===== src/hdl/rre_pkg.sv =====
package rre_pkg;

  localparam int unsigned MaxRowDefault   = 4096;
  localparam int unsigned MaxChunkDefault = 126;

  localparam int unsigned ByteW = 8;
  localparam int unsigned LenW  = 13;
  localparam int unsigned RemW  = 7;

  localparam logic [ByteW-1:0] LitHeader  = 8'h80;
  localparam logic [ByteW-1:0] Terminator = 8'h00;

  localparam logic ReqLoad = 1'b0;
  localparam logic ReqRead = 1'b1;

  typedef enum logic [1:0] {
    KindStart = 2'd0,
    KindLit   = 2'd1,
    KindRun   = 2'd2
  } kind_e;

  typedef enum logic [4:0] {
    StIdle    = 5'b00001,
    StDecide  = 5'b00010,
    StLitOut  = 5'b00100,
    StLitScan = 5'b01000,
    StRunScan = 5'b10000
  } state_e;

  typedef struct packed {
    logic             valid;
    logic [ByteW-1:0] code_byte;
    logic             last_byte;
    logic [LenW-1:0]  encoded_length;
    logic             read_error;
  } result_t;

  function automatic int unsigned addr_width(int unsigned depth);
    return (depth > 1) ? $clog2(depth) : 1;
  endfunction

endpackage


===== src/hdl/rre_ctrl.sv =====
module rre_ctrl #(
  parameter int unsigned MAX_ROW   = rre_pkg::MaxRowDefault,
  parameter int unsigned MAX_CHUNK = rre_pkg::MaxChunkDefault,
  parameter int unsigned AW        = rre_pkg::addr_width(MAX_ROW)
) (
  input  logic                      clk_i,
  input  logic                      rst_ni,
  input  logic                      req_acc_i,
  input  logic                      req_type_i,
  input  logic [rre_pkg::ByteW-1:0] sample_i,
  input  logic                      last_sample_i,
  output logic                      idle_o,
  output rre_pkg::result_t          res_o,
  output logic                      mem_we_o,
  output logic [AW-1:0]             mem_waddr_o,
  output logic [rre_pkg::ByteW-1:0] mem_wdata_o,
  output logic [AW-1:0]             mem_raddr_o,
  input  logic [rre_pkg::ByteW-1:0] mem_rdata_i
);

  localparam int unsigned CntW = $clog2(MAX_ROW + 1);
  localparam logic [CntW-1:0] MaxRowC = CntW'(MAX_ROW);
  localparam logic [rre_pkg::RemW-1:0] ChunkC = rre_pkg::RemW'(MAX_CHUNK);

  rre_pkg::state_e state_q, state_d;
  rre_pkg::kind_e  kind_q, kind_d;
  logic [CntW-1:0] loaded_q, loaded_d;
  logic            complete_q, complete_d;
  logic [CntW-1:0] scan_q, scan_d;
  logic [CntW-1:0] pend_q, pend_d;
  logic [CntW-1:0] addr_q, addr_d;
  logic [CntW-1:0] idx_q, idx_d;
  logic [rre_pkg::RemW-1:0]  rem_q, rem_d;
  logic [rre_pkg::ByteW-1:0] rv_q, rv_d;
  logic [rre_pkg::ByteW-1:0] b1_q, b1_d;
  logic [rre_pkg::ByteW-1:0] b2_q, b2_d;
  logic [1:0]                prime_q, prime_d;
  logic [rre_pkg::LenW-1:0]  emit_q, emit_d;

  logic [rre_pkg::RemW-1:0] chunk;
  logic [CntW-1:0]          ld_cnt;
  logic [CntW:0]            scan_p2;
  logic                     idx_end;

  always_comb begin
    chunk = (32'(pend_q) > 32'(MAX_CHUNK)) ? ChunkC : rre_pkg::RemW'(pend_q);
    ld_cnt = complete_q ? '0 : loaded_q;
    scan_p2 = {1'b0, scan_q} + (CntW + 1)'(2);
    idx_end = ({1'b0, idx_q} + (CntW + 1)'(1)) >= {1'b0, loaded_q};

    state_d    = state_q;
    kind_d     = kind_q;
    loaded_d   = loaded_q;
    complete_d = complete_q;
    scan_d     = scan_q;
    pend_d     = pend_q;
    addr_d     = addr_q;
    idx_d      = idx_q;
    rem_d      = rem_q;
    rv_d       = rv_q;
    b1_d       = b1_q;
    b2_d       = b2_q;
    prime_d    = prime_q;
    emit_d     = emit_q;

    res_o       = '0;
    mem_we_o    = 1'b0;
    mem_waddr_o = ld_cnt[AW-1:0];
    mem_wdata_o = sample_i;
    mem_raddr_o = (state_q == rre_pkg::StDecide) ? scan_q[AW-1:0] : addr_q[AW-1:0];

    unique case (state_q)
      rre_pkg::StIdle: begin
        if (req_acc_i) begin
          if (req_type_i == rre_pkg::ReqLoad) begin
            complete_d = 1'b0;
            loaded_d   = ld_cnt;
            if (ld_cnt < MaxRowC) begin
              mem_we_o = 1'b1;
              loaded_d = ld_cnt + CntW'(1);
            end
            if (last_sample_i) begin
              complete_d = 1'b1;
              scan_d     = '0;
              kind_d     = rre_pkg::KindStart;
              rem_d      = '0;
              pend_d     = '0;
              rv_d       = '0;
              emit_d     = '0;
            end
          end else if (!complete_q) begin
            res_o.valid      = 1'b1;
            res_o.read_error = 1'b1;
          end else begin
            state_d = rre_pkg::StDecide;
          end
        end
      end
      rre_pkg::StDecide: begin
        unique case (kind_q)
          rre_pkg::KindLit: begin
            if (rem_q != '0) begin
              state_d = rre_pkg::StLitOut;
            end else if (pend_q != '0) begin
              rem_d           = chunk;
              pend_d          = pend_q - CntW'(chunk);
              res_o.valid     = 1'b1;
              res_o.code_byte = rre_pkg::LitHeader | {1'b0, chunk};
              emit_d          = emit_q + rre_pkg::LenW'(1);
              state_d         = rre_pkg::StIdle;
            end else begin
              addr_d  = scan_q + CntW'(1);
              idx_d   = scan_q;
              prime_d = 2'd0;
              state_d = rre_pkg::StRunScan;
            end
          end
          rre_pkg::KindRun: begin
            if (rem_q != '0) begin
              rem_d           = '0;
              res_o.valid     = 1'b1;
              res_o.code_byte = rv_q;
              emit_d          = emit_q + rre_pkg::LenW'(1);
              state_d         = rre_pkg::StIdle;
            end else if (pend_q != '0) begin
              rem_d           = rre_pkg::RemW'(1);
              pend_d          = pend_q - CntW'(chunk);
              res_o.valid     = 1'b1;
              res_o.code_byte = {1'b0, chunk};
              emit_d          = emit_q + rre_pkg::LenW'(1);
              state_d         = rre_pkg::StIdle;
            end else begin
              kind_d = rre_pkg::KindStart;
            end
          end
          rre_pkg::KindStart: begin
            if (scan_q >= loaded_q) begin
              res_o.valid          = 1'b1;
              res_o.code_byte      = rre_pkg::Terminator;
              res_o.last_byte      = 1'b1;
              res_o.encoded_length = emit_q + rre_pkg::LenW'(1);
              complete_d = 1'b0;
              loaded_d   = '0;
              scan_d     = '0;
              kind_d     = rre_pkg::KindStart;
              rem_d      = '0;
              pend_d     = '0;
              rv_d       = '0;
              emit_d     = '0;
              state_d    = rre_pkg::StIdle;
            end else if (scan_p2 >= {1'b0, loaded_q}) begin
              pend_d = '0;
              rem_d  = '0;
              kind_d = rre_pkg::KindLit;
            end else begin
              addr_d  = scan_q + CntW'(1);
              idx_d   = scan_q;
              prime_d = 2'd0;
              state_d = rre_pkg::StLitScan;
            end
          end
          default: begin
            kind_d = rre_pkg::KindStart;
          end
        endcase
      end
      rre_pkg::StLitOut: begin
        rem_d           = rem_q - rre_pkg::RemW'(1);
        scan_d          = scan_q + CntW'(1);
        res_o.valid     = 1'b1;
        res_o.code_byte = mem_rdata_i;
        emit_d          = emit_q + rre_pkg::LenW'(1);
        state_d         = rre_pkg::StIdle;
      end
      rre_pkg::StLitScan: begin
        addr_d = addr_q + CntW'(1);
        idx_d  = addr_q;
        if (prime_q != 2'd2) begin
          b2_d    = b1_q;
          b1_d    = mem_rdata_i;
          prime_d = prime_q + 2'd1;
        end else if (b2_q == b1_q && b1_q == mem_rdata_i) begin
          pend_d  = idx_q - scan_q - CntW'(2);
          rem_d   = '0;
          kind_d  = rre_pkg::KindLit;
          state_d = rre_pkg::StDecide;
        end else if (idx_end) begin
          pend_d  = idx_q - scan_q - CntW'(1);
          rem_d   = '0;
          kind_d  = rre_pkg::KindLit;
          state_d = rre_pkg::StDecide;
        end else begin
          b2_d = b1_q;
          b1_d = mem_rdata_i;
        end
      end
      rre_pkg::StRunScan: begin
        addr_d = addr_q + CntW'(1);
        idx_d  = addr_q;
        if (prime_q == 2'd0) begin
          rv_d    = mem_rdata_i;
          prime_d = 2'd1;
          if (idx_end) begin
            pend_d  = CntW'(1);
            scan_d  = scan_q + CntW'(1);
            rem_d   = '0;
            kind_d  = rre_pkg::KindRun;
            state_d = rre_pkg::StDecide;
          end
        end else if (mem_rdata_i != rv_q) begin
          pend_d  = idx_q - scan_q;
          scan_d  = idx_q;
          rem_d   = '0;
          kind_d  = rre_pkg::KindRun;
          state_d = rre_pkg::StDecide;
        end else if (idx_end) begin
          pend_d  = idx_q - scan_q + CntW'(1);
          scan_d  = idx_q + CntW'(1);
          rem_d   = '0;
          kind_d  = rre_pkg::KindRun;
          state_d = rre_pkg::StDecide;
        end
      end
      default: begin
        state_d = rre_pkg::StIdle;
      end
    endcase
  end

  always_ff @(posedge clk_i or negedge rst_ni) begin
    if (!rst_ni) begin
      state_q    <= rre_pkg::StIdle;
      kind_q     <= rre_pkg::KindStart;
      loaded_q   <= '0;
      complete_q <= 1'b0;
      scan_q     <= '0;
      pend_q     <= '0;
      rem_q      <= '0;
      rv_q       <= '0;
      emit_q     <= '0;
      prime_q    <= '0;
    end else begin
      state_q    <= state_d;
      kind_q     <= kind_d;
      loaded_q   <= loaded_d;
      complete_q <= complete_d;
      scan_q     <= scan_d;
      pend_q     <= pend_d;
      rem_q      <= rem_d;
      rv_q       <= rv_d;
      emit_q     <= emit_d;
      prime_q    <= prime_d;
    end
  end

  always_ff @(posedge clk_i) begin
    addr_q <= addr_d;
    idx_q  <= idx_d;
    b1_q   <= b1_d;
    b2_q   <= b2_d;
  end

  assign idle_o = (state_q == rre_pkg::StIdle);

  a_rem_in_chunk: assert property (@(posedge clk_i) disable iff (!rst_ni)
    32'(rem_q) <= 32'(MAX_CHUNK))
    else $error("packet count above chunk limit");

  a_no_result_in_scan: assert property (@(posedge clk_i) disable iff (!rst_ni)
    (state_q == rre_pkg::StLitScan || state_q == rre_pkg::StRunScan) |-> !res_o.valid)
    else $error("result issued mid-scan");

  a_scan_in_row: assert property (@(posedge clk_i) disable iff (!rst_ni)
    complete_q |-> scan_q <= loaded_q)
    else $error("scan position beyond row");

  a_read_starts: assert property (@(posedge clk_i) disable iff (!rst_ni)
    (idle_o && req_acc_i && req_type_i == rre_pkg::ReqRead && complete_q)
      |=> state_q == rre_pkg::StDecide)
    else $error("read request on complete row not started");

  a_busy_holds_row: assert property (@(posedge clk_i) disable iff (!rst_ni)
    !idle_o |-> complete_q)
    else $error("encoder busy without a complete row");

endmodule


===== config.mk =====
export PLATFORM = sky130hd
export DESIGN_NAME = rre_ctrl
export DESIGN_NICKNAME = d
export VERILOG_FILES = /design/src/hdl/rre_pkg.sv /design/src/hdl/rre_ctrl.sv
export SDC_FILE = /design/constraint.sdc
export NUM_CORES = 1
export LEC_CHECK = 0
export BUFFER_PORTS_ARGS = -buffer_cell sky130_fd_sc_hd__buf_4
export CAP_MARGIN = 40
export CORE_AREA = 2 2 131 133
export DETAILED_ROUTE_END_ITERATION = 16
export DIE_AREA = 0 0 133 135
export HOLD_SLACK_MARGIN = 0.02
export PLACE_DENSITY = 0.81
export REMOVE_ABC_BUFFERS = 1
export SYNTH_ARGS = -nofsm -noshare
export SYNTH_HDL_FRONTEND = slang
export SYNTH_SLANG_ARGS = --single-unit

===== constraint.sdc =====
create_clock -name clk_i -period 5.5 [get_ports clk_i]
set_input_delay 0.825 -clock clk_i [delete_from_list [all_inputs] [get_ports clk_i]]
set_output_delay 0.825 -clock clk_i [all_outputs]
set_load 0.005 [all_outputs]

==> impl_metrics.env, run 1 <==
export IMPL_yosysWarningCount=0
export IMPL_final_util_pct=69.05
export IMPL_drc=0
export IMPL_stdcell_area_um2=11330
export IMPL_grt_util_all_layers_pct=30.98
export IMPL_area_delta_synth_final_pct=11.92
export IMPL_grt_pass1_vias=9050
export IMPL_io_pins=79
export IMPL_hpwl_um=19840
export IMPL_placed_area_um2=10720
export IMPL_crit_path_end_kind="register"
export IMPL_numClockSinks=119
export IMPL_required_ns=5.82
export IMPL_yosys_cell_types_count=86
export IMPL_synth_top_area_cell="dfrtp_1"
export IMPL_row_count=47
export IMPL_die_area_um2=17960
export IMPL_wl_um=27200
export IMPL_avgSynthCellArea_um2=8.203
export IMPL_synth_edf_count=42
export IMPL_drt_first_pass_iters=6
export IMPL_synth_area_leaders="dfrtp_1 (19%), edfxtp_1 (12%), ha_1 (8.7%)"
export IMPL_syn_area_um2=10120
export IMPL_skew_ns=0.01069
export IMPL_grt_max_degree=62
export IMPL_ant_nets=0
export IMPL_worstSetupPathType="reg2reg"
export IMPL_finalHoldViolations=0
export IMPL_rsz0062_at_grt="no"
export IMPL_drt_iter0_drc=851
export IMPL_relSlewSlack_pct=49.36
export IMPL_cts_hold_buf=0
export IMPL_synth_common_cells="nor2_1 (126), o21ai_0 (108), nand2_1 (92), a21oi_1 (79), dfrtp_1 (76)"
export IMPL_cts_resized_gates=0
export IMPL_yosysSeqAreaShare_pct=31.51
export IMPL_outcome="finished clean"
export IMPL_yosysTopAreaCellShare_pct=18.79
export IMPL_syn_inst=1234
export IMPL_tightest_slew_ns=0.7527
export IMPL_drive_above_1_share_pct=11.44
export IMPL_htreeDepth=4
export IMPL_ys_flop_type="dfrtp_1"
export IMPL_cellPowerDensity_nw_per_um2=440.6
export IMPL_antenna_found_initial=0
export IMPL_dp_cells=1464
export IMPL_clk_pin_slew_ns=0.06
export IMPL_die_w_um=133
export IMPL_num_vias=9543
export IMPL_clock_path_buffers=2
export IMPL_overflow=0
export IMPL_cts_tree="yes"
export IMPL_cts_buffers=17
export IMPL_root_buffer="clkbuf_16"
export IMPL_ff2ff_path_depth=18
export IMPL_wire_per_inst_um=18.18
export IMPL_coreArea_um2=16410
export IMPL_setup_violations=0
export IMPL_cp_arrival_ns=4.61
export IMPL_instances_no_fill=1496
export IMPL_min_path_type="in2async"
export IMPL_viasPerCell=6.379
export IMPL_start_kind="register"
export IMPL_fin_crit_ns=4.291
export IMPL_synth_most_common_cell="nor2_1"
export IMPL_clk_latency_ns=0.43
export IMPL_ys_seq_elements=119
export IMPL_start_util_pct=61.69
export IMPL_place_congestion=0.9448
export IMPL_cts_setup_buffers=0
export IMPL_portBuffers=62
export IMPL_critPathMaxFanout=17
export IMPL_post_route_period_util_pct=78.01
export IMPL_p_leak_nw=4.748
export IMPL_final_nets=1355
export IMPL_tns_ns=0
export IMPL_drv_slew=0
export IMPL_fmax_mhz=233.1
export IMPL_die_h_um=135
export IMPL_ir_drop_uv=273.4
export IMPL_maxCapViolCount=0
export IMPL_grt_pass1_wl_um=44490
export IMPL_power_mw=4.992
export IMPL_n_fill_cell=1326
export IMPL_diodes=0
export IMPL_async_flop_share_pct=64.71
[through the flow]
step	hold slack, ns	setup WS, ns
2_1_floorplan	0.4434	0.8746
3_3_place_gp	0.4501	1.255
3_5_place_dp	0.4620	1.235
4_1_cts	0.2702	1.236
5_1_grt	0.2792	0.8544
6_report	0.2701	1.209
[worst max-delay path, stage by stage (launching register included)]
cell	delay (ns)
edfxtp_1	0.44
ha_1	0.25
nand3_1	0.15
nor2_1	0.23
and3_1	0.26
and3_1	0.25
nand3_1	0.11
xnor2_1	0.15
ha_1	0.32
nand2_1	0.05
o21ai_0	0.21
a31oi_1	0.09
o211a_1	0.15
o21ai_0	0.18
o21ai_1	0.18
nor4_4	0.46
buf_4	0.31
a21boi_0	0.10
a311o_1	0.27
[flip-flops by register name, indices dropped and copies added, names as in the netlist]
name / count
pend_q: 13
rem_q: 7
state_q: 5
kind_q: 2
addr_q: 13
emit_q: 13
loaded_q: 13
rv_q: 8
idx_q: 13
b1_q: 8
complete_q: 1
scan_q: 13
prime_q: 2
b2_q: 8
[final cells by class]
| type | instances | area [um^2] | area share (%) |
|---|---|---|---|
| clock buffer | 18 | 439.2 | 3.877 |
| clock inverter | 14 | 173.9 | 1.535 |
| inverter | 65 | 244.0 | 2.154 |
| multi-input combinational | 984 | 6412 | 56.60 |
| sequential | 119 | 3189 | 28.15 |
| tap | 220 | 275.3 | 2.430 |
| timing repair buffer | 76 | 594.3 | 5.246 |
[power breakdown]
group          leakage, nW  internal [mW]  switching [mW]
sequential            1.42           1.09           0.214
combinational         3.03          0.967            1.55
clock                0.301          0.728           0.443
[path summary, 6_finish.rpt]
check	startpoint	to	slack (ns)
hold reg to reg	b1_q[1]	b2_q[1]	0.47
setup reg to reg	idx_q[1]	pend_q[11]	1.21
setup / recovery	idx_q[1]	pend_q[11]	1.21
hold / removal	rst_ni	emit_q[11]	0.27
max in group asynchronous	rst_ni	state_q[0]	4.57
min in group clk_i	b1_q[1]	b2_q[1]	0.47
[cell families (layout without fill, tap and decap cells)]
family	after synthesis	in the layout	synth area share (%)
multiplexers	16	16	1.755
AND/OR/NAND/NOR	446	446	22.00
other	1	1	0.03705
buffers and inverters	131	173	5.365
AO/OA/AOI/OAI	347	347	21.50
XOR/XNOR	103	103	8.986
flip-flops	119	119	31.51
adder cells (fa/ha/maj)	71	71	8.850
[per-layer routing]
metal  vias to the layer above  wire length [um]  track usage [%]
met5                         -                 0                0
met4                         0               779            12.66
met3                        65              2175            6.644
met2                       418             12410            49.86
met1                      4534             11830            40.85
li1                       4526                 -                -
[cell usage in the layout, fill, tap and decap left out, types with 4 or more instances in the layout]
cell	instances
a211o_1	4
a211oi_1	9
a21o_1	10
a21oi_1	79
a22o_1	17
a31oi_1	12
and2_1	7
and3_1	37
and4_1	6
buf_4	73
clkbuf_16	17
clkinv_4	4
dfrtp_1	76
edfxtp_1	42
ha_1	70
inv_1	65
mux2_2	14
nand2_1	92
nand2b_1	30
nand3_1	51
nand4_1	12
nor2_1	126
nor2b_1	5
nor3_1	30
nor3b_1	4
nor4_1	12
o2111ai_1	4
o211ai_1	5
o21a_1	9
o21ai_0	108
o21ai_1	16
o22ai_1	22
o31ai_1	4
or2_2	6
or3_1	7
or4_1	5
xnor2_1	72
xor2_1	30
Power figures use the tool's default switching activity.
==> inputs of run 2 (changes only) <==
ABC_AREA = 1   (was unset)
CORE_AREA = 2 2 136 138   (was 2 2 131 133)
DIE_AREA = 0 0 138 140   (was 0 0 133 135)
clock period = 4.3 ns   (was 5.5 ns; I/O delays follow)
==> run 2 against run 1 <==
Net effect: first-iteration DRC count grew 26%; clock power grew 20%; utilization shrank 0.75 points; synthesized area grew 8.2%; die area grew 7.6%; via count grew 16%; setup slack lost 0.43 ns; critical path type is now reg2out; largest cell class unchanged.
==> impl_metrics.env, run 2 <==
export IMPL_path_buf_inv=3
export IMPL_tightest_slew_ns=0.7338
export IMPL_async_flop_share_pct=64.71
export IMPL_wl_um=31370
export IMPL_cts_resized_gates=0
export IMPL_placed_area_um2=11570
export IMPL_diodes=0
export IMPL_cellPowerDensity_nw_per_um2=701.6
export IMPL_worstSetupPathType="reg2out"
export IMPL_min_path_type="in2async"
export IMPL_ant_nets=0
export IMPL_cpPeakStageDelay_ns=0.50
export IMPL_skew_ns=0.009775
export IMPL_dp_cells=1883
export IMPL_post_route_period_util_pct=81.77
export IMPL_area_delta_synth_final_pct=10.90
export IMPL_syn_area_um2=10950
export IMPL_root_buffer="clkbuf_16"
export IMPL_start_util_pct=61.58
export IMPL_antenna_found_initial=0
export IMPL_path_depth=10
export IMPL_grt_pass1_wl_um=51880
export IMPL_place_congestion=0.9583
export IMPL_rrSetupSlack_ns=0.86
export IMPL_grt_max_degree=44
export IMPL_grt_util_all_layers_pct=32.72
export IMPL_avgSynthCellArea_um2=6.755
export IMPL_clk_pin_slew_ns=0.06
export IMPL_coreArea_um2=17780
export IMPL_stdcell_area_um2=12140
export IMPL_yosys_cell_types_count=60
export IMPL_viasPerCell=5.775
export IMPL_crit_path_end_kind="primary output"
export IMPL_row_count=49
export IMPL_cts_buffers=17
export IMPL_yosysSeqAreaShare_pct=29.13
export IMPL_outcome="finished clean"
export IMPL_die_h_um=140
export IMPL_critPathMaxFanout=15
export IMPL_cp_arrival_ns=2.87
export IMPL_final_nets=1765
export IMPL_ys_seq_elements=119
export IMPL_ir_drop_uv=449.7
export IMPL_synth_area_leaders="dfrtp_1 (17%), nand2_1 (14%), edfxtp_1 (12%)"
export IMPL_drt_iter0_drc=1073
export IMPL_p_leak_nw=5.951
export IMPL_yosysTopAreaCellShare_pct=17.37
export IMPL_drive_above_1_share_pct=11.45
export IMPL_syn_inst=1621
export IMPL_portBuffers=62
export IMPL_numClockSinks=119
export IMPL_tns_ns=0
export IMPL_drv_slew=0
export IMPL_relSlewSlack_pct=50.63
export IMPL_die_w_um=138
export IMPL_cpLargestDelayFamily="simple AND/OR/NAND/NOR gates"
export IMPL_drc=0
export IMPL_io_pins=79
export IMPL_setup_violations=0
export IMPL_synth_top_area_cell="dfrtp_1"
export IMPL_overflow=0
export IMPL_drt_first_pass_iters=6
export IMPL_ff2ff_path_depth=20
export IMPL_clk_latency_ns=0.43
export IMPL_layout_common_cells="nand2_1 (410), inv_1 (222), nor2_1 (181)"
export IMPL_finalHoldViolations=0
export IMPL_cp_slowest_cell="dfrtp_1"
export IMPL_crit_path_cell_trace="inv_1, ha_1, inv_1, nand4_1, nor2_1, nand3b_1, nand3_1, nand2_1, nor2_1, buf_4"
export IMPL_ys_flop_type="dfrtp_1"
export IMPL_synth_most_common_cell="nand2_1"
export IMPL_synth_common_cells="nand2_1 (410), inv_1 (222), nor2_1 (181), o21ai_0 (110), nand3_1 (98)"
export IMPL_num_vias=11060
export IMPL_clock_path_buffers=2
export IMPL_instances_no_fill=1915
export IMPL_rsz0062_at_grt="no"
export IMPL_power_mw=8.520
export IMPL_fmax_mhz=284.4
export IMPL_required_ns=3.65
export IMPL_synth_edf_count=42
export IMPL_fin_crit_ns=3.516
export IMPL_yosysWarningCount=0
export IMPL_holdWs_ns=0.1713
export IMPL_cts_setup_buffers=0
export IMPL_cts_tree="yes"
export IMPL_wire_per_inst_um=16.38
export IMPL_cts_hold_buf=0
export IMPL_mostFrequentLayoutCell="nand2_1"
export IMPL_maxCapViolCount=0
export IMPL_hpwl_um=23860
export IMPL_htreeDepth=4
export IMPL_die_area_um2=19320
export IMPL_grt_pass1_vias=10420
export IMPL_start_kind="register"
## run 2: per-stage QoR
step           util, %  setup slack, ns
2_1_floorplan        -            1.144
3_3_place_gp     64.91            1.022
3_5_place_dp     65.06           0.9419
4_1_cts          68.30           0.8324
5_1_grt          68.30           0.5870
6_report         68.30           0.7837
## run 2: power breakdown
group	internal (mW)	leakage (nW)	switching (mW)	total (mW)
clock	0.829	0.268	0.570	1.40
combinational	1.71	4.26	3.61	5.32
sequential	1.49	1.42	0.311	1.80
## run 2: final timing paths
kind | start | to
min reg2reg | pend_q[6] | pend_q[6]
min | rst_ni | scan_q[10]
min in group clk_i | mem_rdata_i[0] | b1_q[0]
max reg2reg | scan_q[1] | prime_q[1]
max in group asynchronous | rst_ni | pend_q[10]
max | scan_q[1] | res_o[6]
## run 2: area by class of cell
type,count,area [um^2]
inverter,242,908.4
fill,1558,5637
multi-input combinational,1218,6600
clock inverter,13,122.6
timing repair buffer,75,583.1
clock buffer,19,452.9
tap,229,286.5
sequential,119,3189
## run 2: metal layers
metal	vias up	wire length (um)	track usage, %
met2	461	14450	53.73
met1	5115	13590	43.86
li1	5403	-	-
met3	81	2406	5.983
met4	0	929	11.17
met5	-	0	0
## run 2: cells by family after synthesis
| kind of cell | count (synthesis) | share of synthesized area (%) |
|---|---|---|
| other cells | 1 | 0.03425 |
| xor+xnor | 60 | 4.799 |
| simple gates | 815 | 32.89 |
| buf+inv | 284 | 10.59 |
| flops | 119 | 29.13 |
| mux | 3 | 0.2743 |
| fa+ha+maj | 71 | 8.182 |
| compound gates | 268 | 14.10 |
==> inputs of run 3 (changes only) <==
CORE_AREA = 2 2 143 145   (was 2 2 136 138)
DIE_AREA = 0 0 145 147   (was 0 0 138 140)
PLACE_DENSITY = 0.77   (was 0.81)
clock period = 2.85 ns   (was 4.3 ns; I/O delays follow)
==> run 3 against run 2 <==
Net effect: the flow now finishes with violations (negative setup slack); sequential power rose by 46%; clock power is 74% higher; utilization increased by 3.4 points; critical path depth increased by 10; flip-flop and latch count is the same; hold slack got worse by 0.17 ns; largest power group unchanged.
==> impl_metrics.env, run 3 (synthesized netlist as in run 2, its figures left out) <==
export IMPL_cts_buffers=17
export IMPL_holdWs_ns=0.005315
export IMPL_coreArea_um2=19840
export IMPL_start_util_pct=55.18
export IMPL_layout_common_cells="nand2_1 (376), inv_1 (212), buf_4 (181)"
export IMPL_tightest_slew_ns=0.6434
export IMPL_tns_ns=-15.70
export IMPL_drc=0
export IMPL_htreeDepth=4
export IMPL_grt_max_degree=78
export IMPL_portBuffers=62
export IMPL_worstSetupPathType="reg2reg"
export IMPL_place_congestion=0.9450
export IMPL_rrSetupSlack_ns=-0.25
export IMPL_viasPerCell=5.857
export IMPL_ant_nets=0
export IMPL_die_area_um2=21320
export IMPL_clk_pin_slew_ns=0.06
export IMPL_drt_first_pass_iters=7
export IMPL_num_vias=12240
export IMPL_row_count=52
export IMPL_maxCapViolCount=0
export IMPL_clk_latency_ns=0.43
export IMPL_regArea_um2=3194
export IMPL_min_path_type="in2async"
export IMPL_io_pins=79
export IMPL_violations="negative setup slack"
export IMPL_drv_slew=0
export IMPL_die_w_um=145
export IMPL_rsz0062_at_grt="yes"
export IMPL_start_kind="register"
export IMPL_grt_util_all_layers_pct=31.20
export IMPL_cpPeakStageDelay_ns=0.41
export IMPL_wl_um=36950
export IMPL_grt_pass1_wl_um=53590
export IMPL_crit_path_end_kind="register"
export IMPL_required_ns=3.17
export IMPL_p_leak_nw=6.846
export IMPL_diodes=0
export IMPL_cellPowerDensity_nw_per_um2=1163
export IMPL_post_route_period_util_pct=108.9
export IMPL_setup_slack_ns=-0.2537
export IMPL_antenna_found_initial=0
export IMPL_root_buffer="clkbuf_16"
export IMPL_ir_drop_uv=689.7
export IMPL_critPathMaxFanout=6
export IMPL_area_delta_synth_final_pct=29.94
export IMPL_final_nets=1899
export IMPL_outcome="finished, violations left"
export IMPL_power_mw=16.55
export IMPL_clock_path_buffers=2
export IMPL_mostFrequentLayoutCell="nand2_1"
export IMPL_relSlewSlack_pct=57.06
export IMPL_multiInputGateArea_um2=7287
export IMPL_drt_iter0_drc=1480
export IMPL_die_h_um=147
export IMPL_numClockSinks=119
export IMPL_drive_above_1_share_pct=24.56
export IMPL_hpwl_um=24520
export IMPL_cp_arrival_ns=3.42
export IMPL_finalHoldViolations=0
export IMPL_n_fill_cell=1434
export IMPL_path_buf_inv=4
export IMPL_pre_cts_slack_ns=-0.06304
export IMPL_fin_crit_ns=3.104
export IMPL_skew_ns=0.01618
export IMPL_cp_slowest_cell="edfxtp_1"
export IMPL_cts_tree="yes"
export IMPL_wire_per_inst_um=17.68
export IMPL_fmax_mhz=322.2
export IMPL_grt_pass1_vias=10840
export IMPL_overflow=0
export IMPL_crit_path_cell_trace="buf_6, ha_4, nand3_4, inv_4, nand3_4, inv_2, nand3_2, nor2_2, xor2_1, inv_1, ha_4, nand2_4, nor2_2, nand4_1, nand4_1, nand3_2, nor2_4, nand2_4, nand2_2, nand2_2"
export IMPL_cpLargestDelayFamily="simple AND/OR/NAND/NOR gates"
export IMPL_setup_violations=101
run 3: cell types whose count changed in the layout (fill, tap and decap cells not counted), moves of 8 or more:
cell     previous run  this run
ha_4                0        12
ha_1               70        55
nor2_2             11        23
nand2_4             3        14
nand3_1            98        90
nand2_1           410       376
buf_4              74       181
nand2_2            23        44
nor2_4              6        22
nor2_1            181       153
buf_6               0        12
inv_1             222       212
run 3: what timing repair did:
item                       in CTS  in global routing
resized for setup              53                138
cloned                          4                  7
setup buffers                  14                 19
pin swaps                      12                 47
hold buffers                    0                  0
setup endpoints to repair      93                130
run 3: worst register-to-register path: cells and delay by family (launching register included):
family,cells,cell delay (ns)
AND/OR/NAND/NOR,13,1.58
adder cells (fa/ha/maj),2,0.44
flip-flops,1,0.41
buffers and inverters,4,0.38
XOR/XNOR,1,0.17
run 3: final timing paths:
path / from / cells past startpoint / endpoint
setup / recovery: idx_q[0] / 20 / pend_q[7]
hold / removal: rst_ni / 2 / scan_q[0]
setup reg to reg: idx_q[0] / 20 / pend_q[7]
hold reg to reg: pend_q[6] / 2 / pend_q[6]
max in group asynchronous: rst_ni / 2 / pend_q[7]
min in group clk_i: mem_rdata_i[0] / 1 / b1_q[0]
run 3: cell type report:
type | count | area share, %
Clock inverter | 14 | 1.557
Clock buffer | 18 | 3.016
Timing Repair inverter | 1 | 0.05277
Sequential cell | 119 | 22.45
Timing Repair Buffer | 207 | 12.80
Inverter | 242 | 6.525
Multi-Input combinational cell | 1219 | 51.22
Tap cell | 270 | 2.374
run 3: stage by stage:
| stage | instances | area (um^2) | utilization (%) |
|---|---|---|---|
| floorplan | 1579 | 10700 | - |
| global route | 2090 | 14230 | 71.70 |
| detailed placement | 2015 | 12340 | 62.21 |
| global placement | 2015 | 12340 | 62.21 |
| CTS | 2065 | 13420 | 67.64 |
| finish | 2090 | 14230 | 71.70 |
run 3: metal layers:
layer	vias up	GRT usage, %	part of all wire (%)
met1	5620	41.90	40
met5	-	0	0
met4	0	13.61	4.5
li1	5681	-	-
met2	789	49.45	45
met3	151	5.932	10
run 3: power breakdown:
group / internal (mW) / switching [mW] / total (mW) / leakage, nW
clock network: 1.56 / 0.869 / 2.43 / 0.309
registers: 2.25 / 0.373 / 2.62 / 1.42
logic: 4.50 / 7.00 / 11.5 / 5.12
total: 8.31 / 8.24 / 16.5 / 6.85
